[src/design/dsg_pkg.sv]
`timescale 1ns / 1ps

package dsg_pkg;

  localparam int MAX_RADIUS = 31;
  localparam int RAD_W      = 5;
  localparam int ROWS       = 2 * MAX_RADIUS + 1;
  localparam int ROW_W      = 6;
  // decision variable, two's complement, comfortably wider than its swing
  localparam int P_W        = 9;

  typedef enum logic [3:0] {
    ST_IDLE,
    ST_FIRST,
    ST_MARK_A,
    ST_MARK_B,
    ST_MARK_C,
    ST_MARK_D,
    ST_DRAIN,
    ST_PRIME,
    ST_EMIT
  } dsg_state_t;

  typedef enum logic [2:0] {
    MK_NONE,
    MK_FIRST,
    MK_A,
    MK_B,
    MK_C,
    MK_D
  } dsg_mark_t;

  typedef struct packed {
    logic      init;
    logic      step;
    dsg_mark_t mark;
    logic      prime;
    logic      emit;
  } dsg_cmd_t;

  typedef struct packed {
    logic x_lt_y;
    logic row_last;
    logic out_free;
  } dsg_status_t;

endpackage

[src/design/dsg_ram.sv]
`timescale 1ns / 1ps

module dsg_ram #(
  parameter int WIDTH = 8,
  parameter int DEPTH = 64
) (
  input  logic                     clk,
  input  logic                     we,
  input  logic [$clog2(DEPTH)-1:0] waddr,
  input  logic [WIDTH-1:0]         wdata,
  input  logic [$clog2(DEPTH)-1:0] raddr,
  output logic [WIDTH-1:0]         rdata
);

  logic [WIDTH-1:0] mem_r [DEPTH];

  always_ff @(posedge clk) begin
    if (we) begin
      mem_r[waddr] <= wdata;
    end
    rdata <= mem_r[raddr];
  end

endmodule

[src/design/dsg_ctrl.sv]
`timescale 1ns / 1ps

module dsg_ctrl (
  input  logic                 clk,
  input  logic                 rst_n,
  input  logic                 in_valid,
  output logic                 in_ready,
  input  dsg_pkg::dsg_status_t status,
  output dsg_pkg::dsg_cmd_t    cmd
);
  import dsg_pkg::*;

  dsg_state_t state_r, state_nxt;

  always_ff @(posedge clk) begin
    if (!rst_n) begin
      state_r <= ST_IDLE;
    end else begin
      state_r <= state_nxt;
    end
  end

  always_comb begin
    state_nxt = state_r;
    cmd       = '0;
    cmd.mark  = MK_NONE;
    in_ready  = 1'b0;
    case (state_r)
      ST_IDLE: begin
        in_ready = 1'b1;
        if (in_valid) begin
          cmd.init  = 1'b1;
          state_nxt = ST_FIRST;
        end
      end
      ST_FIRST: begin
        cmd.mark = MK_FIRST;
        if (status.x_lt_y) begin
          cmd.step  = 1'b1;
          state_nxt = ST_MARK_A;
        end else begin
          state_nxt = ST_DRAIN;
        end
      end
      ST_MARK_A: begin
        cmd.mark  = MK_A;
        state_nxt = ST_MARK_B;
      end
      ST_MARK_B: begin
        cmd.mark = MK_B;
        // walk ends when x catches y; otherwise the octant rows follow
        if (status.x_lt_y) begin
          state_nxt = ST_MARK_C;
        end else begin
          state_nxt = ST_DRAIN;
        end
      end
      ST_MARK_C: begin
        cmd.mark  = MK_C;
        state_nxt = ST_MARK_D;
      end
      ST_MARK_D: begin
        cmd.mark  = MK_D;
        cmd.step  = 1'b1;
        state_nxt = ST_MARK_A;
      end
      ST_DRAIN: begin
        state_nxt = ST_PRIME;
      end
      ST_PRIME: begin
        cmd.prime = 1'b1;
        state_nxt = ST_EMIT;
      end
      ST_EMIT: begin
        cmd.emit = status.out_free;
        if (status.out_free && status.row_last) begin
          state_nxt = ST_IDLE;
        end
      end
      default: begin
        state_nxt = ST_IDLE;
      end
    endcase
  end

endmodule

[src/design/dsg_datapath.sv]
`timescale 1ns / 1ps

module dsg_datapath (
  input  logic                         clk,
  input  logic                         rst_n,
  input  logic [dsg_pkg::RAD_W-1:0]    in_radius,
  input  dsg_pkg::dsg_cmd_t            cmd,
  output dsg_pkg::dsg_status_t         status,
  input  logic                         out_ready,
  output logic                         out_valid,
  output logic [dsg_pkg::ROW_W-1:0]    out_row_index,
  output logic [dsg_pkg::ROW_W-1:0]    out_span_offset,
  output logic [dsg_pkg::ROW_W-1:0]    out_span_amount,
  output logic                         out_last_row
);
  import dsg_pkg::*;

  logic [RAD_W-1:0] r_r, x_r, y_r, x_nxt, y_nxt;
  logic [P_W-1:0]   p_r, p_nxt, p_init, dxy;
  logic [ROW_W-1:0] r6, x6, y6, len;
  logic [ROW_W-1:0] row_cnt_r;
  logic [ROWS-1:0]  valid_r, valid_nxt;

  logic             mk_v;
  logic [ROW_W-1:0] mk_row, mk_col;
  logic             mk1_v_r;
  logic [ROW_W-1:0] mk1_row_r, mk1_col_r;
  logic             wb_v_r;
  logic [ROW_W-1:0] wb_row_r, wb_col_r;
  logic [ROW_W-1:0] cur_col, rd_addr, rdata;
  logic             old_v, wr_en;

  logic             out_valid_r;
  logic [ROW_W-1:0] out_row_r, out_off_r, out_amt_r;
  logic             out_last_r;
  logic [ROW_W-1:0] emit_off, emit_amt;

  assign r6  = {1'b0, r_r};
  assign x6  = {1'b0, x_r};
  assign y6  = {1'b0, y_r};
  assign len = {r_r, 1'b1};

  // starting decision (5 - 4r) / 4 truncated toward zero
  always_comb begin
    case (in_radius)
      RAD_W'(0): p_init = P_W'(1);
      RAD_W'(1): p_init = '0;
      default:   p_init = P_W'(2) - P_W'(in_radius);
    endcase
  end

  // one midpoint step
  always_comb begin
    x_nxt = x_r + 1'b1;
    y_nxt = p_r[P_W-1] ? y_r : y_r - 1'b1;
    dxy   = P_W'(x_nxt) - P_W'(y_nxt);
    if (p_r[P_W-1]) begin
      p_nxt = p_r + {3'b000, x_nxt, 1'b1};
    end else begin
      p_nxt = p_r + {dxy[P_W-2:0], 1'b1};
    end
  end

  always_ff @(posedge clk) begin
    if (cmd.init) begin
      r_r <= in_radius;
      x_r <= '0;
      y_r <= in_radius;
      p_r <= p_init;
    end else if (cmd.step) begin
      x_r <= x_nxt;
      y_r <= y_nxt;
      p_r <= p_nxt;
    end
  end

  // mark request: row and candidate start column
  always_comb begin
    mk_v = (cmd.mark != MK_NONE);
    case (cmd.mark)
      MK_FIRST: begin
        mk_row = r6;
        mk_col = '0;
      end
      MK_A: begin
        mk_row = r6 - y6;
        mk_col = r6 - x6;
      end
      MK_B: begin
        mk_row = r6 + y6;
        mk_col = r6 - x6;
      end
      MK_C: begin
        mk_row = r6 - x6;
        mk_col = r6 - y6;
      end
      MK_D: begin
        mk_row = r6 + x6;
        mk_col = r6 - y6;
      end
      default: begin
        mk_row = row_cnt_r;
        mk_col = '0;
      end
    endcase
  end

  always_comb begin
    if (mk_v) begin
      rd_addr = mk_row;
    end else if (cmd.prime) begin
      rd_addr = '0;
    end else if (cmd.emit && !status.row_last) begin
      rd_addr = row_cnt_r + 1'b1;
    end else begin
      rd_addr = row_cnt_r;
    end
  end

  // second mark stage: keep the least column, bypass the write of last cycle
  assign cur_col = (wb_v_r && (wb_row_r == mk1_row_r)) ? wb_col_r : rdata;
  assign old_v   = valid_r[mk1_row_r];
  assign wr_en   = mk1_v_r && (!old_v || (mk1_col_r < cur_col));

  always_comb begin
    valid_nxt = valid_r;
    if (wr_en) begin
      valid_nxt[mk1_row_r] = 1'b1;
    end
    if (cmd.init) begin
      valid_nxt = '0;
    end
  end

  always_ff @(posedge clk) begin
    if (!rst_n) begin
      valid_r <= '0;
      mk1_v_r <= 1'b0;
      wb_v_r  <= 1'b0;
    end else begin
      valid_r <= valid_nxt;
      mk1_v_r <= mk_v;
      wb_v_r  <= wr_en;
    end
  end

  always_ff @(posedge clk) begin
    mk1_row_r <= mk_row;
    mk1_col_r <= mk_col;
    wb_row_r  <= mk1_row_r;
    wb_col_r  <= mk1_col_r;
  end

  dsg_ram #(
    .WIDTH(ROW_W),
    .DEPTH(ROWS)
  ) u_row_start (
    .clk  (clk),
    .we   (wr_en),
    .waddr(mk1_row_r),
    .wdata(mk1_col_r),
    .raddr(rd_addr),
    .rdata(rdata)
  );

  always_ff @(posedge clk) begin
    if (cmd.prime) begin
      row_cnt_r <= '0;
    end else if (cmd.emit && !status.row_last) begin
      row_cnt_r <= row_cnt_r + 1'b1;
    end
  end

  assign emit_off = valid_r[row_cnt_r] ? rdata : '0;
  assign emit_amt = valid_r[row_cnt_r] ? (len - {emit_off[ROW_W-2:0], 1'b0}) : '0;

  always_ff @(posedge clk) begin
    if (!rst_n) begin
      out_valid_r <= 1'b0;
    end else if (cmd.emit) begin
      out_valid_r <= 1'b1;
    end else if (out_ready) begin
      out_valid_r <= 1'b0;
    end
  end

  always_ff @(posedge clk) begin
    if (cmd.emit) begin
      out_row_r  <= row_cnt_r;
      out_off_r  <= emit_off;
      out_amt_r  <= emit_amt;
      out_last_r <= status.row_last;
    end
  end

  assign status.x_lt_y   = (x_r < y_r);
  assign status.row_last = (row_cnt_r == {r_r, 1'b0});
  assign status.out_free = !out_valid_r || out_ready;

  assign out_valid       = out_valid_r;
  assign out_row_index   = out_row_r;
  assign out_span_offset = out_off_r;
  assign out_span_amount = out_amt_r;
  assign out_last_row    = out_last_r;

  a_clear_on_init: assert property (@(posedge clk) disable iff (!rst_n)
    cmd.init |=> (valid_r == '0))
    else $error("row marks not cleared at item start");

  a_center_row: assert property (@(posedge clk) disable iff (!rst_n)
    (cmd.emit && (row_cnt_r == r6)) |-> (valid_r[row_cnt_r] && (rdata == '0)))
    else $error("center row read misaligned or not full width");

  a_walk_done: assert property (@(posedge clk) disable iff (!rst_n)
    cmd.emit |-> (!mk1_v_r && !wb_v_r))
    else $error("span emitted while a mark is still in flight");

  a_step_cond: assert property (@(posedge clk) disable iff (!rst_n)
    cmd.step |-> (x_r < y_r))
    else $error("circle step taken after walk end");

endmodule

[src/design/disc_span_generator.sv]
`timescale 1ns / 1ps

// filled disc span generator
// in channel: one word carries a radius (0..31); out channel: one word per
// mask row, top row first, giving row index, first filled column, filled
// column count and a last-row flag. 2r+1 words follow each radius word;
// rows that the circle never touches come out with offset 0 and amount 0.
// the midpoint walk comes first, then one row word per cycle while the
// receiver takes them; the walk is set by one read-compare-write of the
// row-start RAM per marked row (four marks per step), the drain by its
// single read port
// in_ready is high only between items; the next radius word is taken once
// the last row word sits in the output register, even if not yet taken
// receiver stall: the output register holds its word and the row walk pauses
// reset (rst_n low, synchronous): back to idle, output empty, row marks
// cleared; the row-start RAM needs no clearing since its word for a row is
// used only once that row's mark bit is set

module disc_span_generator (
  input  logic                      clk,
  input  logic                      rst_n,
  input  logic                      in_valid,
  output logic                      in_ready,
  input  logic [dsg_pkg::RAD_W-1:0] in_radius,
  output logic                      out_valid,
  input  logic                      out_ready,
  output logic [dsg_pkg::ROW_W-1:0] out_row_index,
  output logic [dsg_pkg::ROW_W-1:0] out_span_offset,
  output logic [dsg_pkg::ROW_W-1:0] out_span_amount,
  output logic                      out_last_row
);
  import dsg_pkg::*;

  // commands from the sequencer, status back from the datapath
  dsg_cmd_t    cmd;
  dsg_status_t status;

  dsg_ctrl u_ctrl (
    .clk     (clk),
    .rst_n   (rst_n),
    .in_valid(in_valid),
    .in_ready(in_ready),
    .status  (status),
    .cmd     (cmd)
  );

  // walk registers, row-start RAM with mark bits, output register
  dsg_datapath u_datapath (
    .clk            (clk),
    .rst_n          (rst_n),
    .in_radius      (in_radius),
    .cmd            (cmd),
    .status         (status),
    .out_ready      (out_ready),
    .out_valid      (out_valid),
    .out_row_index  (out_row_index),
    .out_span_offset(out_span_offset),
    .out_span_amount(out_span_amount),
    .out_last_row   (out_last_row)
  );

endmodule
[config.mk]
export PLATFORM = sky130hd
export DESIGN_NAME = disc_span_generator
export DESIGN_NICKNAME = d
export VERILOG_FILES = /design/src/design/dsg_pkg.sv /design/src/design/dsg_ram.sv /design/src/design/dsg_ctrl.sv /design/src/design/dsg_datapath.sv /design/src/design/disc_span_generator.sv
export SDC_FILE = /design/constraint.sdc
export NUM_CORES = 1
export LEC_CHECK = 0
export BUFFER_PORTS_ARGS = -buffer_cell sky130_fd_sc_hd__buf_2
export CORE_UTILIZATION = 25
export CTS_CLUSTER_DIAMETER = 100
export DETAILED_ROUTE_END_ITERATION = 8
export MAX_ROUTING_LAYER = met4
export SLEW_MARGIN = 30
export SYNTH_ARGS = -nofsm -noshare
export SYNTH_HDL_FRONTEND = slang
export SYNTH_SLANG_ARGS = --single-unit
export TNS_END_PERCENT = 100
[constraint.sdc]
create_clock -name clk -period 4.1 [get_ports clk]
set_input_delay 0.615 -clock clk [delete_from_list [all_inputs] [get_ports clk]]
set_output_delay 0.615 -clock clk [all_outputs]
set_load 0.02 [all_outputs]
Yosys cells after proc, flatten, opt, wreduce, memory -nomap -nowiden

Memories as Yosys holds them, arrays and structs flattened. A register that Yosys moved wholly into a read port is not among the register bits.
Cells that the tools add are included.
W data, S select, Z words.

Register bits: 143
RAM bits: 378
Bits of input ports: 9
Memories: 1

Memories:

| name                         | words | width | rd ports | clocked after memory_dff | write ports | RTL line      | source |
|---|---|---|---|---|---|---|---|
| u_datapath.u_row_start.mem_r | 63    | 6     | 1        | 1                        | 1           | dsg_ram.sv:15 | `logic [WIDTH-1:0] mem_r [DEPTH];` |

$add $sub $neg: 12
Magnitude comparators: 5
Equality and inequality tests: 18
Multiplexer cells: 37
Bitwise logic cells: 2
Reduce and logical (&&, ||, !) cells: 19

Operator list:

| operator              | count |
|---|---|
| $or A63 B63 Y63       | 1 |
| $pmux W4 S9           | 1 |
| $pmux W6 S5           | 1 |
| $mux W9               | 3 |
| $mux W6               | 4 |
| $mux W5               | 4 |
| $pmux W9 S2           | 1 |
| $sub A5 B5 Y6         | 3 |
| $eq A4 B3 Y1 const B  | 4 |
| $pmux W3 S5           | 1 |
| $lt A6 B7 Y1 const B  | 2 |
| $mux W1               | 13 |
| $add A5 B5 Y6         | 2 |
| $bmux W1 S6           | 2 |
| $eq A6 B6 Y1          | 2 |
| $pmux W6 S2           | 1 |
| $add A9 B6 Y9         | 1 |
| $add A9 B9 Y9         | 1 |
| $eq A4 B2 Y1 const B  | 2 |
| $mux W4               | 2 |
| $add A6 B1 Y6 const B | 1 |
| $demux W1 S6          | 1 |
| $eq A3 B2 Y1 const B  | 2 |
| $eq A3 B3 Y1 const B  | 2 |
| other kinds (26)      | 36 |

Depth between registers and ports, before layout

Gate-level depths: netlist (run 1).

Depth in word-level cells: 8
Gate-level depth with buffers: 18
Gate-level depth less buffers: 17

Cells and area by module

A second synthesis (run 1) with hierarchy kept.

Cells, all modules: 1642
Area, all modules: 23477.5 um^2

By module, submodules not included:

| module       | times used | cells an instance | area an instance (um^2) | seq. area each (um^2) |
|---|---|---|---|---|
| dsg_ram      | 1          | 740               | 15046.9                 | 11471.0 |
| dsg_datapath | 1          | 870               | 8176.6                  | 3163.0 |
| dsg_ctrl     | 1          | 32                | 254.0                   | 80.1 |

Least setup slack after synthesis (run 1)

OpenSTA, ideal clock, no wires.

Path type: reg-to-reg
Start point: reg u_datapath.row_cnt_r[0]
End point: reg u_datapath.out_amt_r[5] (netlist: u_datapath.out_span_amount[5]) (data pin)
Library setup time: 0.255 ns
Arrival time: 3.951 ns
Required time: 3.845 ns
Path slack: -0.106 ns
Stages on the path, launching flop included: 15
Buffers on the path: 3
Clock period less this slack: 4.206 ns
Cell sequence: dfxtp_1 > clkbuf_1 > buf_1 > mux4_2 > mux4_2 > mux4_2 > clkbuf_1 > and2_1 > ha_1 > fa_1 > inv_1 > a21o_1 > a21oi_1 > xnor2_1 > and2_1

Longest elaborated chain between the ends: 4

RTL lines:

| what                          | RTL line            | source |
|---|---|---|
| from (decl)                   | dsg_datapath.sv:21  | `logic [ROW_W-1:0] row_cnt_r;` |
| from (signal assigned)        | dsg_datapath.sv:170 | `row_cnt_r <= row_cnt_r + 1'b1;` |
| $bmux W1 S6                   | dsg_datapath.sv:174 | `assign emit_off = valid_r[row_cnt_r] ? rdata : '0;` |
| $mux W1 (not written as such) | dsg_datapath.sv:174 |  |
| $mux W5                       | dsg_datapath.sv:174 |  |
| via u_datapath.emit_off[0]    | dsg_datapath.sv:36  | `logic [ROW_W-1:0] emit_off, emit_amt;` |
| $sub A6 B6 Y6                 | dsg_datapath.sv:175 | `assign emit_amt = valid_r[row_cnt_r] ? (len - {emit_off[ROW_W-2:0], 1'b0}) : '0;` |
| to (signal assigned)          | dsg_datapath.sv:191 | `out_amt_r <= emit_amt;` |
| to (decl)                     | dsg_datapath.sv:34  | `logic [ROW_W-1:0] out_row_r, out_off_r, out_amt_r;` |

The timed path passes the listed nets, and every way through them passes these cells. The select of a mux whose other input is x is not followed.
A chain may end at the register's enable or synchronous reset.

Final worst setup path (run 1)

Start point: reg u_ctrl.state_r[1]
End point: reg u_datapath.u_row_start.rdata[1] (read register of u_datapath.u_row_start.mem_r)

Longest elaborated chain between the ends: 6

RTL lines:

| what                                                                | RTL line            | source |
|---|---|---|
| from (decl)                                                         | dsg_ctrl.sv:13      | `dsg_state_t state_r, state_nxt;` |
| from (signal assigned)                                              | dsg_ctrl.sv:19      | `state_r <= state_nxt;` |
| parallel branches: the longest is 5 deep, another holds $pmux W6 S5 | --                  |  |
| $mux W6 (*)                                                         | dsg_datapath.sv:109 | `if (mk_v) begin` |
| to (decl)                                                           | dsg_ram.sv:12       | `output logic [WIDTH-1:0] rdata` |

Every way passes the cells marked *.

==> results of run 1 <==
[registers in the layout (all words and copies together) (netlist names), 4 cells and up]
| name | count |
|---|---|
| u_datapath.wb_col_r | 6 |
| u_datapath.y_r | 5 |
| u_datapath.mk1_row_r | 6 |
| u_datapath.valid_r | 63 |
| u_datapath.wb_row_r | 6 |
| u_datapath.out_row_index | 6 |
| u_datapath.out_span_offset | 6 |
| u_datapath.u_row_start.mem_r | 378 |
| u_datapath.r_r | 5 |
| u_datapath.mk1_col_r | 6 |
| u_datapath.u_row_start.rdata | 6 |
| u_datapath.p_r | 9 |
| u_datapath.x_r | 5 |
| u_datapath.row_cnt_r | 6 |
| u_datapath.out_span_amount | 6 |
| u_ctrl.state_r | 4 |
[worst paths after layout]
kind,endpoint,slack (ps)
max,u_datapath.u_row_start.rdata[1],60
min,u_datapath.r_r[4],250
max reg2reg,u_datapath.u_row_start.rdata[1],60
min reg2reg,u_datapath.valid_r[60],480
[report_power, final]
group          leakage (uW)  internal, uW  total (uW)  switching, uW
sequential          0.00484          6170        6400            228
combinational       0.00388          1820        4710           2890
clock              0.000842          2810        4900           2100
total               0.00956         10800       16000           5220
[kinds of logic after synthesis]
group	synth area share (%)
AND/OR/NAND/NOR	10.1
XOR/XNOR	1.82
multiplexers	9.17
AO/OA/AOI/OAI	10.5
flip-flops	62.3
buffers and inverters	3.13
adder cells (fa/ha/maj)	2.94
[cell usage after synthesis (all sizes together) (8+ instances only)]
library cell  count
inv              39
nand2           237
clkbuf           42
o31ai            11
a311oi           13
a2111oi           8
nor2            115
nand3            41
dfxtp           111
and2             25
buf              65
nor4              9
o21ai            99
xor2             16
a21o             17
and3             26
a211oi           35
a22oi             8
mux2i           131
ha               46
edfxtp          416
mux2             34
nor3              9
o22ai            22
nand2b           16
a21oi            59
o211ai            8
mux4             21
xnor2            33
a221oi           21
[final cells by class]
class / count / area (um^2)
multi-input cells: 1173 / 8550
flip-flops and latches: 527 / 14700
fillers: 9394 / 65700
repair buffers: 122 / 996
well taps: 1254 / 1570
clock inverters: 36 / 413
inverters: 40 / 150
clock buffers: 61 / 1350
[stage by stage]
| stage | cells | utilization (%) |
|---|---|---|
| 6_report | 3213 | 29.7 |
| 5_1_grt | 3213 | 29.7 |
| 4_1_cts | 3204 | 29.3 |
| 3_5_place_dp | 3105 | 27.3 |
| 3_3_place_gp | 3105 | 27.3 |
| 2_1_floorplan | 1845 | - |
[repair_timing]
item                       in CTS  in global routing
pin swaps                       1                  6
cloned                          2                  1
setup buffers                   0                  8
resized for setup              22                 74
hold endpoints to repair        0                  0
setup endpoints to repair     351                342
[metal layers]
metal | vias to the layer above | GRT usage, % | wire length, um
met5 | - | - | 0
li1 | 7077 | - | -
met4 | 0 | 4.47 | 2020
met1 | 7802 | 17.1 | 27000
met3 | 139 | 2.13 | 3960
met2 | 550 | 21.9 | 30400
[critical path, stage by stage (launching register included)]
cell       delay (ps)
dfxtp_1           330
nand2b_1          180
nor2_1             70
buf_4             160
nand2_1            60
o21ai_0            90
ha_2              210
fa_2              350
xor2_1            180
o211ai_1          100
o2111a_2          200
a2111oi_4         420
buf_4             190
buf_6             150
nand2_1           360
a221oi_2          400
nor4_1            120
a2111oi_1         340
==> run metrics, run 1 <==
clk buf depth=3; Worst Clk Skew=28.0 ps; crit path launch=u_ctrl.state_r[1]; RSZ-0062 raised after global routing=yes; Nets=1977; commonest non-fill, non-tap cell in the layout=edfxtp_1; Async SR Flop Fraction=0%; Mapped Nets=1906; CP Max Fanout=11; Worst setup SP type=register; worst vdd ir=0.342 mV; element type at the critical path end=register; ys flop type=edfxtp_1; min Tclk post-route=4040 ps; CTS tree=done; synth top area cells=edfxtp_1 53%, dfxtp_1 9.4%, mux2i_1 5.5%, nand2_1 3.7%, ha_1 2.4%; total CTS buffers=52; worst hold path class=in2reg; Yosys cell types=84; setup TNS=0 ps; Setup Crit Path Kind=reg2reg; Via Count=15568; total grt overflow=0; initial core utilization=25.3%; GRT Resource Usage Total=13.5%; status=finished, final reports clean; Slew @ Worst Pin=1110 ps; core area=93500 um^2; post-detailed-route count of antenna-violating nets=0; WL per Instance=19.7 um; Finish-stage setup viols=0; Cell Pwr Density=577 nW/um^2; final WL=63.3 mm; R2R Path Start=u_ctrl.state_r[1]; Die X=309 um; post-route cell area=27700 um^2; die height=309 um; Final Cycle Share=98.4%; share of cells above drive strength 1=18.7%; port bufs=29; initial DRC count=1390; Detailed Place HPWL=41.5 mm; final setup margin=64.5 ps; Clk Latency, worst-skew pair=640 ps; die footprint=95700 um^2; Reg2Reg Depth=17; first-pass GRT wire length=96.5 mm; Post-synth EDFFs=416; Max Cap Viol=0; post-synthesis sequential area ratio=62.3%; DP Area=25500 um^2; Worst EP arrival=4540 ps; n_diodes=0; clk slew on worst S/H paths=60 ps; Setup Slack @ Placement=-320 ps; Row Count=112; worst rel slew slack=25.7%; Hold WS=249 ps; area delta synth->final=17.4%; Final Hold Fails=0; Max Slew Vio Count=0; vias in the first global route=15682; Yosys top cell area share=52.9%; #FFs+latches synth=527; Hold Buf Count CTS=0; fmax=0.248 GHz; P_leak=0.00956 uW; I/O pins=30; data required time of the worst path=4600 ps; pin count of the biggest net entering global routing=65; most frequent cells in the layout=416 x edfxtp_1, 234 x nand2_1, 131 x mux2i_1; synthesized area per cell=12.8 um^2; hold-critical path depth=1; H-tree lvl count=2; Post-Syn Instances=1845; Netlist Area Pre-Place=23600 um^2; final routed DRC violation total=0; clk root buf=clkbuf_16; Design Power=16000 uW; GP Congestion=0.888; CTS sink cnt=527; hold path start=in_radius[4]; antenna violations before repair=0; via density per instance=4.85; Synth Warn #=0; Pre-Repair DR Iteration Count=6; area leader, netlist=edfxtp_1
No activity file was read; power rests on OpenSTA's default activity.
==> run 2, diff against run 1 <==
- CORE_UTILIZATION: 25 -> 30
- GPL_ROUTABILITY_DRIVEN: not set -> 0
==> run 2 against run 1 <==
  * Hold slack better by 13 ps
  * Power hardly changed
  * Register-to-register slack better by 50 ps
  * Wire length is 0.36% higher
  * Sequential power hardly changed
==> run metrics, run 2 (same netlist as run 1, synthesis figures left out) <==
RSZ-0062 raised after global routing=yes (unchanged); hold path start=in_radius[4] (unchanged); core area=77700 um^2 (was 93500 um^2); Max Slew Vio Count=0 (unchanged); total grt overflow=0 (unchanged); fmax=0.251 GHz (was 0.248 GHz); Layout Utilization=35.4% (was 29.7%); first-pass GRT wire length=96.4 mm (was 96.5 mm); Most Crowded Layer GR=met2 (unchanged); final routed DRC violation total=0 (unchanged); Reg2Reg Depth=11 (was 17); commonest non-fill, non-tap cell in the layout=edfxtp_1 (unchanged); H-tree lvl count=2 (unchanged); antenna violations before repair=0 (unchanged); port bufs=29 (unchanged); area delta synth->final=16.5% (was 17.4%); data required time of the worst path=4570 ps (was 4600 ps); Finish-stage setup viols=0 (unchanged); DP Area=25400 um^2 (was 25500 um^2); clk slew on worst S/H paths=70 ps (was 60 ps); CTS sink cnt=527 (unchanged); clk root buf=clkbuf_16 (unchanged); WL per Instance=21.1 um (was 19.7 um); most frequent cells in the layout=416 x edfxtp_1, 232 x nand2_1, 131 x mux2i_1 (was 416 x edfxtp_1, 234 x nand2_1, 131 x mux2i_1); Worst Clk Skew=17.0 ps (was 28.0 ps); Detailed Place HPWL=40.8 mm (was 41.5 mm); Final Hold Fails=0 (unchanged); Row Count=102 (was 112); Slew @ Worst Pin=870 ps (was 1110 ps); worst hold path class=in2reg (unchanged); Hold WS=262 ps (was 249 ps); GRT Resource Usage Total=16.3% (was 13.5%); Via Count=15562 (was 15568); clk buf depth=3 (unchanged); Nets=1991 (was 1977); post-route cell area=27500 um^2 (was 27700 um^2); hold-critical path depth=1 (unchanged); initial core utilization=30.4% (was 25.3%); die footprint=79900 um^2 (was 95700 um^2); top flop regs=u_datapath.u_row_start.mem_r (378), u_datapath.valid_r (63), u_datapath.p_r (9) (unchanged); n_diodes=0 (unchanged); Reg2Reg Capture Point=u_datapath.u_row_start.rdata[1] (unchanged); share of cells above drive strength 1=19.3% (was 18.7%); element type at the critical path end=register (unchanged); initial DRC count=1372 (was 1390); Clk Latency, worst-skew pair=620 ps (was 640 ps); CP Max Fanout=39 (was 11); pin count of the biggest net entering global routing=66 (was 65); GRT met2 Usage=26.3% (was 21.9%); status=finished, final reports clean (unchanged); Pre-Repair DR Iteration Count=5 (was 6); Hold Buf Count CTS=0 (unchanged); Die X=283 um (was 309 um); Setup Crit Path Kind=reg2reg (unchanged); worst rel slew slack=42.0% (was 25.7%); Setup Slack @ Placement=-261 ps (was -320 ps); via density per instance=5.16 (was 4.85); min Tclk post-route=3990 ps (was 4040 ps); flop2flop setup slack=110 ps (was 60 ps); final WL=63.5 mm (was 63.3 mm); CTS tree=done (unchanged); P_leak=0.00961 uW (was 0.00956 uW); vias in the first global route=15417 (was 15682); final setup margin=113 ps (was 64.5 ps); R2R Path Start=u_ctrl.state_r[0] (was u_ctrl.state_r[1]); met3 GRT Util=1.80% (was 2.13%); max reg flops=378 (unchanged); Worst setup SP type=register (unchanged); Max Cap Viol=0 (unchanged); total CTS buffers=52 (unchanged); I/O pins=30 (unchanged); Biggest register=u_datapath.u_row_start.mem_r (unchanged); GR Layer Usage met1=21.2% (was 17.1%); die height=283 um (was 309 um); Worst EP arrival=4460 ps (was 4540 ps); post-detailed-route count of antenna-violating nets=0 (unchanged); Design Power=16000 uW (about the same); fillers=7403 (was 9394); Hold Crit Endpoint=u_datapath.r_r[4] (unchanged); Final Cycle Share=97.3% (was 98.4%); worst vdd ir=0.307 mV (was 0.342 mV); Cell Pwr Density=582 nW/um^2 (was 577 nW/um^2)
==> run 2: changes by cell type in the layout (fill, tap and decap cells not counted), moves of 4 or more <==
cell	change
a311oi_1	-4
a311oi_2	+4
buf_4	+17
clkinv_1	-7
clkinv_2	+7
==> run 2: critical path, cell delays in order (launching register included) <==
cell and delay [ps]:
dfxtp_1 310, buf_4 190, or4b_1 710, o211ai_1 250
o311a_1 280, a21o_4 520, buf_4 300, buf_4 160
mux2i_1 230, a221oi_1 140, nor4_1 610, a2111oi_1 110
==> run 2: cell type report <==
class	count	area [um^2]	share of cell area, %
Sequential cell	527	14700	53.5
Inverter	40	150	0.545
Timing Repair Buffer	136	1070	3.88
Clock inverter	35	373	1.35
Clock buffer	62	1370	4.98
Multi-Input combinational cell	1173	8540	31.0
Tap cell	1040	1300	4.73
==> run 2: metal layers <==
metal	vias to the layer above	part of all wire (%)
met5	-	0
met4	0	2.7
met3	103	5.2
met2	462	49
met1	7865	44
li1	7132	-
==> run 2: what timing repair did <==
action / CTS / global route
endpoints found under the hold margin: 0 / 0
buffers inserted: 2 / 3
endpoints found under the setup margin: 382 / 385
resized for setup: 6 / 78
pin swaps: 0 / 4
gates cloned: 1 / 1
==> run 2: report_power, final <==
group | switching, uW | internal [uW] | leakage (uW)
sequential | 259 | 6170 | 0.00484
clock | 2070 | 2840 | 0.000854
combinational | 2860 | 1830 | 0.00392
total | 5190 | 10800 | 0.00961
==> run 2: worst max-delay path by stage <==
| stage | startpoint | end | slack, ps | cells after the start |
|---|---|---|---|---|
| floorplan | u_datapath.row_cnt_r[0] | u_datapath.out_span_amount[5] | 20 | 14 |
| global placement | u_datapath.mk1_row_r[0] | u_datapath.u_row_start.mem_r[27][0] | -310 | 11 |
| detailed placement | u_datapath.mk1_row_r[0] | u_datapath.u_row_start.mem_r[19][5] | -260 | 12 |
| CTS | u_ctrl.state_r[1] | u_datapath.u_row_start.rdata[0] | 0.6 | 15 |
| global route | u_ctrl.state_r[0] | u_datapath.u_row_start.rdata[1] | -50 | 11 |
| finish | u_ctrl.state_r[0] | u_datapath.u_row_start.rdata[1] | 110 | 11 |
==> run 2: per-stage QoR <==
step | instances | TNS [ps]
floorplan | 1845 | 0
global placement | 2909 | -74750
detailed placement | 2909 | -66600
CTS | 3009 | 0
global route | 3013 | -287
finish | 3013 | 0
==> run 3, diff against run 2 <==
- BUFFER_PORTS_ARGS: -buffer_cell sky130_fd_sc_hd__buf_2 -> -buffer_cell sky130_fd_sc_hd__clkbuf_2
==> run 3 against run 2 <==
  * Power is essentially flat
  * Via count is 1.1% lower
  * Die area did not move
  * Register-to-register slack better by 60 ps
  * Wire length is 2.5% lower
  * Combinational power about the same
  * First-iteration DRC count down 4.5%
  * Critical endpoint is now u_datapath.out_span_amount[5]
==> run metrics, run 3 (same netlist as run 1, synthesis figures left out) <==
status=finished, final reports clean (unchanged); CTS tree=done (unchanged); worst hold path class=in2reg (unchanged); worst rel slew slack=24.1% (was 42.0%); multi-input logic area=8450 um^2 (was 8540 um^2); element type at the critical path end=register (unchanged); Pre-Repair DR Iteration Count=5 (unchanged); post-detailed-route count of antenna-violating nets=0 (unchanged); Worst Clk Skew=23.3 ps (was 17.0 ps); Reg2Reg Capture Point=u_datapath.out_span_amount[5] (was u_datapath.u_row_start.rdata[1]); port bufs=29 (unchanged); WL per Instance=20.7 um (was 21.1 um); max reg flops=378 (unchanged); Cell Pwr Density=586 nW/um^2 (was 582 nW/um^2); core area=77700 um^2 (unchanged); Final Hold Fails=0 (unchanged); min Tclk post-route=3920 ps (was 3990 ps); hold path start=in_valid (was in_radius[4]); die footprint=79900 um^2 (unchanged); Nets=1972 (was 1991); top flop regs=u_datapath.u_row_start.mem_r (378), u_datapath.valid_r (63), u_datapath.p_r (9) (unchanged); Worst EP arrival=4280 ps (was 4460 ps); via density per instance=5.14 (was 5.16); commonest non-fill, non-tap cell in the layout=edfxtp_1 (unchanged); DP Area=25300 um^2 (was 25400 um^2); worst vdd ir=0.315 mV (was 0.307 mV); Worst setup SP type=register (unchanged); RSZ-0062 raised after global routing=no (was yes); CP endpoint=u_datapath.out_span_amount[5] (was u_datapath.u_row_start.rdata[1]); CP Max Fanout=10 (was 39); n_diodes=0 (unchanged); data required time of the worst path=4460 ps (was 4570 ps); initial DRC count=1310 (was 1372); Biggest register=u_datapath.u_row_start.mem_r (unchanged); CP Cell Sequence=buf_4, mux4_2, mux4_2, mux4_2, and2_1, ha_1, fa_1, inv_1, a21o_1, a21oi_1, xnor2_1, and2_1 (was buf_4, or4b_1, o211ai_1, o311a_1, a21o_4, buf_4, buf_4, mux2i_1, a221oi_1, nor4_1, a2111oi_1); vias in the first global route=15339 (was 15417); Die X=283 um (unchanged); pin count of the biggest net entering global routing=66 (unchanged); Reg2Reg Depth=12 (was 11); Row Count=102 (unchanged); Design Power=16000 uW (about the same); crit path launch=u_datapath.row_cnt_r[1] (was u_ctrl.state_r[0]); total grt overflow=0 (unchanged); Clk Latency, worst-skew pair=610 ps (was 620 ps); R2R Path Start=u_datapath.row_cnt_r[1] (was u_ctrl.state_r[0]); Critical Path Most Common Cell=mux4_2 (was buf_4); GRT Resource Usage Total=15.8% (was 16.3%); I/O pins=30 (unchanged); die height=283 um (unchanged); Detailed Place HPWL=40.1 mm (was 40.8 mm); CTS sink cnt=527 (unchanged); flop2flop setup slack=180 ps (was 110 ps); clk buf depth=3 (unchanged); share of cells above drive strength 1=16.1% (was 19.3%); Slew @ Worst Pin=1130 ps (was 870 ps); Sequential cell area=14700 um^2 (about the same); Critical Path Max Stage Delay=580 ps (was 710 ps); Finish-stage setup viols=0 (unchanged); clk slew on worst S/H paths=60 ps (was 70 ps); final routed DRC violation total=0 (unchanged); post-route cell area=27400 um^2 (was 27500 um^2); Via Count=15387 (was 15562); first-pass GRT wire length=92.8 mm (was 96.4 mm); fmax=0.255 GHz (was 0.251 GHz); Worst path slowest cell=dfxtp_1 (was or4b_1); P_leak=0.00957 uW (was 0.00961 uW); Max Cap Viol=0 (unchanged); antenna violations before repair=2 (was 0); Setup Crit Path Kind=reg2reg (unchanged); final WL=61.9 mm (was 63.5 mm); initial core utilization=30.4% (unchanged); H-tree lvl count=2 (unchanged); most frequent cells in the layout=416 x edfxtp_1, 233 x nand2_1, 130 x mux2i_1 (was 416 x edfxtp_1, 232 x nand2_1, 131 x mux2i_1); Max Slew Vio Count=0 (unchanged); area delta synth->final=15.9% (was 16.5%); clk root buf=clkbuf_16 (unchanged); total CTS buffers=51 (was 52); Final Cycle Share=95.7% (was 97.3%); fillers=7434 (was 7403)
[run 3: how the worst min path moves through the flow]
stage / to / slack, ps / cells after the start
6_report: u_ctrl.state_r[0] / 270 / 2
5_1_grt: u_datapath.r_r[4] / 270 / 1
4_1_cts: u_ctrl.state_r[0] / 240 / 2
3_5_place_dp: u_datapath.valid_r[14] / 460 / 2
3_3_place_gp: u_datapath.valid_r[56] / 450 / 2
2_1_floorplan: u_datapath.wb_row_r[2] / 330 / 0
[run 3: layer usage]
| metal | GRT usage (%) | part of all wire [%] | wire length [um] |
|---|---|---|---|
| met2 | 25.5 | 48 | 29800 |
| met1 | 20.1 | 43 | 26500 |
| met4 | 5.81 | 3.0 | 1890 |
| met3 | 2.27 | 6.0 | 3700 |
| met5 | - | 0 | 0 |
[run 3: cell type report]
type | count | area share [%]
clock inverter | 29 | 1.41
inverter | 40 | 0.548
timing repair buffer | 119 | 3.63
multi-input combinational | 1172 | 30.9
sequential | 527 | 53.8
tap | 1040 | 4.75
clock buffer | 66 | 4.99
[run 3: metrics by stage]
| stage | instances | TNS, ps | hold slack, ps | util [%] | setup WS (ps) |
|---|---|---|---|---|---|
| floorplan | 1845 | 0 | 329 | - | 15.4 |
| global placement | 2888 | -1730 | 451 | 32.5 | -50.1 |
| detailed placement | 2889 | -111 | 464 | 32.6 | -47.4 |
| CTS | 2986 | 0 | 242 | 34.9 | 13.8 |
| global route | 2993 | 0 | 271 | 35.2 | 0.110 |
| finish | 2993 | 0 | 266 | 35.2 | 177 |
[run 3: worst max-delay path: cells and delay by family, from the launching register on]
kind	cells	cell delay [ps]
multiplexers	3	1400
adder cells (fa/ha/maj)	2	650
flip-flops	1	580
AND/OR/NAND/NOR	2	390
buffers and inverters	2	360
AO/OA/AOI/OAI	2	170
XOR/XNOR	1	120
[run 3: power breakdown]
group          switching (uW)  internal (uW)
combinational            2820           1840
sequential                270           6170
clock                    2020           2920
[run 3: timing repair]
action / CTS / global route
setup endpoints to repair: 36 / 6
cloned: 0 / 1
hold buffers: 0 / 0
buffers inserted: 2 / 6
pin swaps: 1 / 1
resized for setup: 13 / 33
